[src/design/pcmvr_pkg.sv]
// shared types and constants for the pcm volume ramp block
package pcmvr_pkg;
  localparam int DefMaxFrames = 4096;
  localparam int DefMaxChannels = 16;

  typedef enum logic [2:0] {
    FMT_U8 = 3'd0, FMT_S16 = 3'd1, FMT_S24 = 3'd2, FMT_S32 = 3'd3, FMT_F32 = 3'd4
  } fmt_t;

  typedef enum logic [2:0] {
    REG_FORMAT = 3'd0, REG_NARROW = 3'd1, REG_CHANS = 3'd2,
    REG_FRAMES = 3'd3, REG_VBEGIN = 3'd4, REG_VEND = 3'd5
  } reg_idx_t;

  typedef enum logic [1:0] {ST_IDLE, ST_DIV, ST_RUN} ctl_state_t;

  // one classified item handed from front to back
  typedef struct packed {
    logic [31:0] sample;
    logic        last_chan;
    logic        done;
  } item_t;

  function automatic logic [31:0] float_to_q31(input logic [31:0] b);
    logic [7:0]  e;
    logic [23:0] m;
    logic [31:0] mag;
    logic [31:0] res;
    e = b[30:23];
    m = {1'b1, b[22:0]};
    mag = 32'd0;
    if (e >= 8'd127) mag = 32'h8000_0000;
    else if (e >= 8'd119) mag = {8'd0, m} << (e - 8'd119);
    else if (e > 8'd87) mag = {8'd0, m >> (8'd119 - e)};
    if (e == 8'd255) res = (b[22:0] != 23'd0) ? 32'd0 :
                           (b[31] ? 32'h8000_0000 : 32'h7FFF_FFFF);
    else if (e == 8'd0) res = 32'd0;
    else if (b[31]) res = mag[31] ? 32'h8000_0000 : (32'd0 - mag);
    else res = mag[31] ? 32'h7FFF_FFFF : mag;
    return res;
  endfunction

  function automatic logic [31:0] left_justify(input logic [2:0] f, input logic [31:0] b);
    logic [31:0] r;
    unique case (f)
      FMT_U8:  r = {b[7:0] ^ 8'h80, 24'd0};
      FMT_S16: r = {b[15:0], 16'd0};
      FMT_S24: r = {b[23:0], 8'd0};
      FMT_S32: r = b;
      FMT_F32: r = float_to_q31(b);
      default: r = 32'd0;
    endcase
    return r;
  endfunction
endpackage

[src/design/pcmvr_div.sv]
// serial signed divider for the ramp step, one quotient bit per cycle
module pcmvr_div import pcmvr_pkg::*; (
  input  logic        clk,
  input  logic        rst,
  input  logic        start,
  input  logic [32:0] dividend,
  input  logic [12:0] divisor,
  output logic        busy,
  output logic [32:0] quotient
);
  logic [32:0] num;
  logic [13:0] rem;
  logic [5:0]  count;
  logic        neg;
  logic [12:0] den;
  logic [13:0] trial;
  logic [32:0] mag_in;

  assign mag_in = dividend[32] ? (33'd0 - dividend) : dividend;
  assign trial  = {rem[12:0], num[32]};
  assign quotient = neg ? (33'd0 - num) : num;

  always_ff @(posedge clk) begin
    if (rst) begin
      busy  <= 1'b0;
      count <= '0;
    end else if (start) begin
      busy  <= 1'b1;
      count <= 6'd33;
      num   <= mag_in;
      rem   <= '0;
      neg   <= dividend[32];
      den   <= divisor;
    end else if (busy) begin
      if (trial >= {1'b0, den}) begin
        rem <= trial - {1'b0, den};
        num <= {num[31:0], 1'b1};
      end else begin
        rem <= trial;
        num <= {num[31:0], 1'b0};
      end
      count <= count - 6'd1;
      if (count == 6'd1) busy <= 1'b0;
    end
  end
endmodule

[src/design/pcmvr_front.sv]
// front end: format conversion, position tracking and ramp control
module pcmvr_front import pcmvr_pkg::*; #(
  parameter int MaxFrames = DefMaxFrames,
  parameter int MaxChannels = DefMaxChannels
) (
  input  logic        clk,
  input  logic        rst,
  input  logic        push,
  output logic        full,
  input  logic [31:0] sample_bits,
  input  logic [2:0]  input_format,
  input  logic        output_narrow,
  input  logic [4:0]  channel_count,
  input  logic [12:0] frames_per_buffer,
  input  logic [15:0] volume_begin,
  input  logic [15:0] volume_end,
  input  logic        q_full,
  input  logic        q_empty,
  output logic        q_push,
  output item_t       q_item,
  output logic        vol_load,
  output logic [31:0] vol_init,
  output logic [32:0] step
);
  localparam int FW = (MaxFrames > 1) ? $clog2(MaxFrames) : 1;
  localparam int CW = (MaxChannels > 1) ? $clog2(MaxChannels) : 1;

  ctl_state_t state, state_next;
  logic [CW-1:0] chan_pos;
  logic [FW-1:0] frame_pos;
  logic [31:0]   held;
  logic          div_start, div_busy;
  logic [32:0]   quot;
  logic [16:0]   chans;
  logic [16:0]   frames;
  logic [12:0]   frames_div;
  logic          last_chan, done;
  logic [31:0]   lj;
  logic [33:0]   acc0;

  always_comb begin
    chans = {12'd0, channel_count};
    if (chans == 17'd0) chans = 17'd1;
    if (chans > 17'(MaxChannels)) chans = 17'(MaxChannels);
    frames = {4'd0, frames_per_buffer};
    if (frames == 17'd0) frames = 17'd1;
    if (frames > 17'(MaxFrames)) frames = 17'(MaxFrames);
    frames_div = frames[12:0];
  end

  pcmvr_div u_div (
    .clk(clk), .rst(rst), .start(div_start),
    .dividend({1'b0, volume_end, 16'd0} - {1'b0, volume_begin, 16'd0}),
    .divisor(frames_div), .busy(div_busy), .quotient(quot)
  );

  assign last_chan = (17'(chan_pos) + 17'd1) >= chans;
  assign done = last_chan && ((17'(frame_pos) + 17'd1) >= frames);
  assign lj = left_justify(input_format, (state == ST_RUN) ? sample_bits : held);

  // ramp start: begin plus one step, clamped to unsigned 32 bits
  assign acc0 = {2'b00, volume_begin, 16'd0} + {quot[32], quot};

  always_comb begin
    state_next = state;
    div_start  = 1'b0;
    full       = 1'b1;
    q_push     = 1'b0;
    vol_load   = 1'b0;
    vol_init   = acc0[33] ? 32'd0 : (acc0[32] ? 32'hFFFF_FFFF : acc0[31:0]);
    q_item.sample    = output_narrow ? {{16{lj[31]}}, lj[31:16]} : lj;
    q_item.last_chan = last_chan;
    q_item.done      = done;
    unique case (state)
      ST_IDLE: begin
        full = 1'b0;
        if (push) begin
          div_start  = 1'b1;
          state_next = ST_DIV;
        end
      end
      ST_DIV: begin
        // new ramp starts only after older items have picked up their volume
        if (!div_busy && !div_start && q_empty) begin
          q_push     = 1'b1;
          vol_load   = 1'b1;
          state_next = done ? ST_IDLE : ST_RUN;
        end
      end
      ST_RUN: begin
        full = q_full;
        if (push && !q_full) begin
          q_push = 1'b1;
          if (done) state_next = ST_IDLE;
        end
      end
      default: state_next = ST_IDLE;
    endcase
  end

  always_ff @(posedge clk) begin
    if (rst) begin
      state     <= ST_IDLE;
      chan_pos  <= '0;
      frame_pos <= '0;
      step      <= '0;
    end else begin
      state <= state_next;
      if (vol_load) step <= quot;
      if (q_push) begin
        if (done) begin
          chan_pos  <= '0;
          frame_pos <= '0;
        end else if (last_chan) begin
          chan_pos  <= '0;
          frame_pos <= frame_pos + 1'b1;
        end else begin
          chan_pos <= chan_pos + 1'b1;
        end
      end
    end
  end

  always_ff @(posedge clk) begin
    if (state == ST_IDLE && push) held <= sample_bits;
  end
endmodule

[src/design/pcmvr_back.sv]
// back end: item queue, volume accumulator, gain multiply and result register
module pcmvr_back import pcmvr_pkg::*; (
  input  logic        clk,
  input  logic        rst,
  input  logic        q_push,
  input  item_t       q_item,
  output logic        q_full,
  output logic        q_empty,
  input  logic        output_narrow,
  input  logic        vol_load,
  input  logic [31:0] vol_init,
  input  logic [32:0] step,
  output logic        empty,
  input  logic        pop,
  output logic [31:0] out_sample,
  output logic        buffer_done
);
  item_t       fifo [2];
  logic [0:0]  wr_ptr, rd_ptr;
  logic [1:0]  count;
  logic [31:0] vacc;
  logic        st_valid;
  item_t       st_item;
  logic [15:0] st_vol;
  logic        st_narrow;
  logic signed [48:0] prod;
  logic signed [48:0] quo;
  logic        take;
  logic [33:0] acc_sum;

  // a new ramp is loaded only while the item queue is empty
  assign q_full  = (count == 2'd2);
  assign q_empty = (count == 2'd0);
  assign take    = (count != 2'd0) && (!st_valid || empty || pop);
  assign acc_sum = {2'b00, vacc} + {step[32], step};

  always_ff @(posedge clk) begin
    if (rst) begin
      wr_ptr <= '0;
      rd_ptr <= '0;
      count  <= '0;
      vacc   <= 32'h8000_0000;
    end else begin
      if (q_push) begin
        wr_ptr <= wr_ptr + 1'b1;
      end
      if (take) rd_ptr <= rd_ptr + 1'b1;
      count <= count + 2'(q_push) - 2'(take);
      if (vol_load) vacc <= vol_init;
      else if (take && fifo[rd_ptr].last_chan && !fifo[rd_ptr].done)
        vacc <= acc_sum[33] ? 32'd0 : (acc_sum[32] ? 32'hFFFF_FFFF : acc_sum[31:0]);
    end
  end

  always_ff @(posedge clk) begin
    if (q_push) fifo[wr_ptr] <= q_item;
  end

  // stage 1: item and volume; stage 2: product, scaling and saturation
  always_ff @(posedge clk) begin
    if (rst) st_valid <= 1'b0;
    else if (take) st_valid <= 1'b1;
    else if (st_valid && (empty || pop)) st_valid <= 1'b0;
    if (take) begin
      st_item   <= fifo[rd_ptr];
      st_vol    <= vacc[31:16];
      st_narrow <= output_narrow;
    end
  end

  assign prod = $signed({{17{st_item.sample[31]}}, st_item.sample}) * $signed({33'd0, st_vol});
  assign quo  = (prod + (prod[48] ? 49'sd32767 : 49'sd0)) >>> 15;

  always_ff @(posedge clk) begin
    if (rst) empty <= 1'b1;
    else if (st_valid && (empty || pop)) empty <= 1'b0;
    else if (pop) empty <= 1'b1;
    if (st_valid && (empty || pop)) begin
      buffer_done <= st_item.done;
      if (st_narrow) begin
        if (quo > 49'sd32767) out_sample <= 32'h0000_7FFF;
        else if (quo < -49'sd32768) out_sample <= 32'hFFFF_8000;
        else out_sample <= quo[31:0];
      end else begin
        if (quo > 49'sd2147483647) out_sample <= 32'h7FFF_FFFF;
        else if (quo < -49'sd2147483648) out_sample <= 32'h8000_0000;
        else out_sample <= quo[31:0];
      end
    end
  end
endmodule

[src/design/pcm_to_fixed_volume_ramp_core.sv]
// top level: pcm conversion with linear volume ramp
// channel  | handshake          | payload
// input    | push / full        | sample_bits
// result   | empty / pop        | out_sample, buffer_done
// config   | apb write, pready=1| pwdata at paddr 4*index
// one sample per cycle inside a buffer while the item queue is not full; the
// first sample of a buffer enters the queue when the serial step divider (one
// quotient bit a cycle) is done and the queue is empty; rst is synchronous
// queued items pass a stage register and then the result register
// full is high in ST_DIV (divide, queue drain) or when the two-entry queue fills
module pcm_to_fixed_volume_ramp_core import pcmvr_pkg::*; #(
  parameter int MaxFrames = DefMaxFrames,
  parameter int MaxChannels = DefMaxChannels
) (
  input  logic        clk,
  input  logic        rst,
  input  logic        push,
  output logic        full,
  input  logic [31:0] sample_bits,
  output logic        empty,
  input  logic        pop,
  output logic signed [31:0] out_sample,
  output logic        buffer_done,
  input  logic        psel,
  input  logic        penable,
  input  logic        pwrite,
  input  logic [4:0]  paddr,
  input  logic [31:0] pwdata,
  output logic [31:0] prdata,
  output logic        pready
);
  logic [2:0]  input_format;
  logic        output_narrow;
  logic [4:0]  channel_count;
  logic [12:0] frames_per_buffer;
  logic [15:0] volume_begin, volume_end;
  logic        q_full, q_empty, q_push, vol_load;
  item_t       q_item;
  logic [31:0] vol_init;
  logic [32:0] step;
  logic [31:0] out_raw;
  reg_idx_t    idx;

  assign pready = 1'b1;
  assign idx = reg_idx_t'(paddr[4:2]);

  always_ff @(posedge clk) begin
    if (rst) begin
      input_format      <= 3'd1;
      output_narrow     <= 1'b0;
      channel_count     <= 5'd2;
      frames_per_buffer <= 13'd1024;
      volume_begin      <= 16'd32768;
      volume_end        <= 16'd32768;
    end else if (psel && penable && pwrite) begin
      unique case (idx)
        REG_FORMAT:  input_format      <= pwdata[2:0];
        REG_NARROW:  output_narrow     <= pwdata[0];
        REG_CHANS:   channel_count     <= pwdata[4:0];
        REG_FRAMES:  frames_per_buffer <= pwdata[12:0];
        REG_VBEGIN:  volume_begin      <= pwdata[15:0];
        REG_VEND:    volume_end        <= pwdata[15:0];
        default: ;
      endcase
    end
  end

  always_comb begin
    unique case (idx)
      REG_FORMAT: prdata = {29'd0, input_format};
      REG_NARROW: prdata = {31'd0, output_narrow};
      REG_CHANS:  prdata = {27'd0, channel_count};
      REG_FRAMES: prdata = {19'd0, frames_per_buffer};
      REG_VBEGIN: prdata = {16'd0, volume_begin};
      REG_VEND:   prdata = {16'd0, volume_end};
      default:    prdata = 32'd0;
    endcase
  end

  pcmvr_front #(.MaxFrames(MaxFrames), .MaxChannels(MaxChannels)) u_front (
    .clk(clk), .rst(rst), .push(push), .full(full), .sample_bits(sample_bits),
    .input_format(input_format), .output_narrow(output_narrow),
    .channel_count(channel_count), .frames_per_buffer(frames_per_buffer),
    .volume_begin(volume_begin), .volume_end(volume_end),
    .q_full(q_full), .q_empty(q_empty), .q_push(q_push), .q_item(q_item),
    .vol_load(vol_load), .vol_init(vol_init), .step(step)
  );

  pcmvr_back u_back (
    .clk(clk), .rst(rst), .q_push(q_push), .q_item(q_item), .q_full(q_full),
    .q_empty(q_empty),
    .output_narrow(output_narrow), .vol_load(vol_load), .vol_init(vol_init),
    .step(step), .empty(empty), .pop(pop), .out_sample(out_raw),
    .buffer_done(buffer_done)
  );

  assign out_sample = out_raw;
endmodule

[config.mk]
export PLATFORM = sky130hd
export DESIGN_NAME = pcm_to_fixed_volume_ramp_core
export DESIGN_NICKNAME = d
export VERILOG_FILES = /design/src/design/pcmvr_pkg.sv /design/src/design/pcmvr_div.sv /design/src/design/pcmvr_front.sv /design/src/design/pcmvr_back.sv /design/src/design/pcm_to_fixed_volume_ramp_core.sv
export SDC_FILE = /design/constraint.sdc
export NUM_CORES = 2
export LEC_CHECK = 0
export BUFFER_PORTS_ARGS = -buffer_cell sky130_fd_sc_hd__buf_2
export CORE_ASPECT_RATIO = 1.75
export CORE_MARGIN = 2
export CORE_UTILIZATION = 35
export CTS_CLUSTER_DIAMETER = 120
export DETAILED_ROUTE_END_ITERATION = 10
export PLACE_DENSITY = 0.6
export SLEW_MARGIN = 20
export SYNTH_ARGS = -nofsm -noshare
export SYNTH_HDL_FRONTEND = slang
export SYNTH_SLANG_ARGS = --single-unit
[constraint.sdc]
create_clock -name clk -period 9.6 [get_ports clk]
set_input_delay 0.96 -clock clk [delete_from_list [all_inputs] [get_ports clk]]
set_output_delay 0.96 -clock clk [all_outputs]
set_load 0.05 [all_outputs]
==> results.md <==
* Starting Density at a little over a third
* Top cell type's share of synthesized area at about 22%
* PortBufs at roughly 110
* Synth area leader: fa_1
* Max Clk Rate at 0.104 GHz
* Placement Rows at between 150 and 200
* Area of the core at around 0.13 mm²
* Largest net degree at the start of global routing at 80
* Global-route wire length before repair at around 210000 µm
* Final nets at 6359
* Max stage delay on crit path at 0.57 ns
* Crit-path max FO at 7
* Syn avg cell area at ~8.7 µm²
* Share of layout cells above drive strength 1 at ~15%
* Final min period at between 9 and 10 ns
* Post-route cell area at approximately 0.053 mm²
* Routed Antenna Nets at 0
* Max Cap Violations at 0
* Final worst-path cycle share at around 100%
* Total track usage at between 10% and 20%
* R2R setup slack at about 0.024 ns
* Post-DP HPWL at about 110000 µm
* Die Wd at between 200 and 300 µm
* Initial DRC count at 2072
* Vias at roughly 38000
* DRC violations left at 0
* WL final at approximately 130000 µm
* EDFF count, synth at about 240
* Die ar. at 0.134 mm²
* DR WL/cell at between 15 and 20 µm
* Sink Count at approximately 400
* Initial antenna violation count at 1
* GPL Wtd Cong at 0.924
* Clock Tree Buf Depth at 3
* Post-synth top flop: edfxtp_1
* Most common cell after layout, fill and taps aside: nand2_1
* Routed vias/inst at between 5 and 6
* CP max-delay cell: fa_1
* Most frequent cells in the layout: nand2_1, inv_1, fa_1
* CP Capture Type: flip-flop
* Worst Hold Class: flip-flop to flip-flop
* Worst slew pin tran at around 1.1 ns
* TritonCTS clock tree: done
* Vias in the first global route at ~39000
* Worst Skew at between 0.02 and 0.03 ns
* Synth Area in Simple Gates at roughly 18%
* # IOs at about 140
* Adder-cell share of the synthesized area at about 28%
* Required @ worst endpoint at 10.06 ns
* Cell area after synthesis at between 0.04 and 0.05 mm²
* Outcome: completed
* Clock Pin Slew Worst Setup and Hold Paths at ~0.06 ns
* Synth area leaders: fa_1, edfxtp_1, dfxtp_1, ha_1, nand2_1
* Post-Synthesis Cells at between 5000 and 6000
* Mux cell area share after synthesis at under 10%
* Register bit total from synthesis at a little under 400
* Worst EP arrival at about 10 ns
* Relative slew slack at about a quarter
* Yosys warns at 0
* Synth Area in Compound Gates at between 10 and 15%
* Startpoint types: flip-flop
* Depth of the CTS H-tree at 2
* Sequential fraction of the synthesis area at around 23%
* Fin. max-slew vios at 0
* Post-synthesis xor/xnor area fraction at between 4 and 5%
* RSZ-0062 raised after global routing: true
* Inserted Clock Buffers at 41
* Worst-Skew Late Latency at about 0.62 ns
* Hold-fix buffers, CTS at 0
* CTS root buf: clkbuf_16
* Total congestion overflow at 0
* Ys async rst share at 0%
* Largest family of logic cells by synthesized area: adder cells
* Fin. Hold Viols at 0
* Finish-stage setup viols at 0
* Post-synthesis cell type count at 100
* Setup Crit Path Kind: flip-flop to flip-flop
* Hold Slack at 0.452 ns
* Cell mode on critical path: fa_1
* Die H at ~480 µm
* Post-DP Area at slightly above 0.05 mm²
* Pre-antenna DRT Iters at 5
* Layout area overhead at 16.0%
[worst paths after layout]
path / from / end / depth (start not counted)
worst max-delay path: u_back.st_vol[5]$_DFFE_PP_ / u_back.out_sample[13]$_DFFE_PP_ / 34
worst max register to register: u_back.st_vol[5]$_DFFE_PP_ / u_back.out_sample[13]$_DFFE_PP_ / 34
worst min register to register: u_back.st_item[0]$_DFFE_PP_ / u_back.buffer_done$_DFFE_PP_ / 0
worst min-delay path: u_back.st_item[0]$_DFFE_PP_ / u_back.buffer_done$_DFFE_PP_ / 0
[state kept, by name (all words and copies together), names as in the netlist, 32 cells and up, named ones only]
signal             count
u_back.vacc           32
u_back.fifo           68
u_front.step          33
u_front.held          32
u_back.st_item        33
u_front.u_div.num     33
u_back.out_sample     32
[layout make-up]
type / instances / area (µm²)
tap: 1681 / 2100
multi-input combinational: 3913 / 32600
clock buffer: 47 / 1080
sequential: 394 / 10300
clock inverter: 29 / 315
antenna: 1 / 2.50
timing repair buffer: 529 / 4190
inverter: 679 / 2560
fill: 13030 / 76900
[worst max-delay path, delay by kind of cell (launching register included)]
kind	cells	cell delay, ns
compound gates	11	2.31
xor+xnor	1	0.11
fa+ha+maj	8	3.69
buf+inv	8	1.00
flops	1	0.47
simple gates	6	1.85
[routing by layer]
layer | vias up | GRT usage (%) | wire length [µm]
li1 | 18169 | - | -
met2 | 862 | 38.0 | 71100
met5 | - | 0 | 0
met4 | 0 | 11.1 | 8880
met1 | 18636 | 20.5 | 49000
met3 | 334 | 1.58 | 3920
[logic make-up (layout without fill, tap and decap cells)]
family / after synthesis / count (layout)
muxes: 222 / 222
buffers and inverters: 964 / 1284
xor gates and xnor gates: 211 / 211
other: 2 / 18
adders and majority gates: 725 / 725
AOI/OAI and AO/OA: 1004 / 1004
DFF: 394 / 394
and+or+nand+nor: 1734 / 1734
[Yosys cell counts (all sizes together), types with 44 or more instances]
| library cell | count |
|---|---|
| inv | 676 |
| xnor2 | 133 |
| edfxtp | 243 |
| clkbuf | 232 |
| a21oi | 300 |
| nand3 | 88 |
| fa | 493 |
| and2 | 246 |
| o21ai | 223 |
| nand2 | 725 |
| buf | 53 |
| nor2 | 328 |
| xor2 | 78 |
| mux2i | 130 |
| dfxtp | 151 |
| mux2 | 70 |
| a21o | 68 |
| a211oi | 76 |
| ha | 232 |
| nand2b | 44 |
| nor3 | 85 |
[through the flow]
| step | worst slack (ns) | std cells | util [%] | TNS (ns) |
|---|---|---|---|---|
| global placement | -0.649 | 7161 | 39.0 | -9.46 |
| detailed placement | -0.800 | 7161 | 39.0 | -11.02 |
| finish | 0.0236 | 7273 | 40.9 | 0 |
| floorplan | 0.00301 | 5271 | - | 0 |
| global route | -0.243 | 7273 | 40.9 | -3.46 |
| CTS | 0.00330 | 7250 | 40.4 | 0 |
[repair_timing]
item / CTS / global route
resized for setup: 41 / 93
cloned: 4 / 3
buffers inserted: 9 / 19
setup endpoints to repair: 15 / 31
pin swaps: 30 / 82
Power is left out: the tool's default activity adds up to more than one toggle a clock period on the data nets, which glitch-free logic cannot reach.
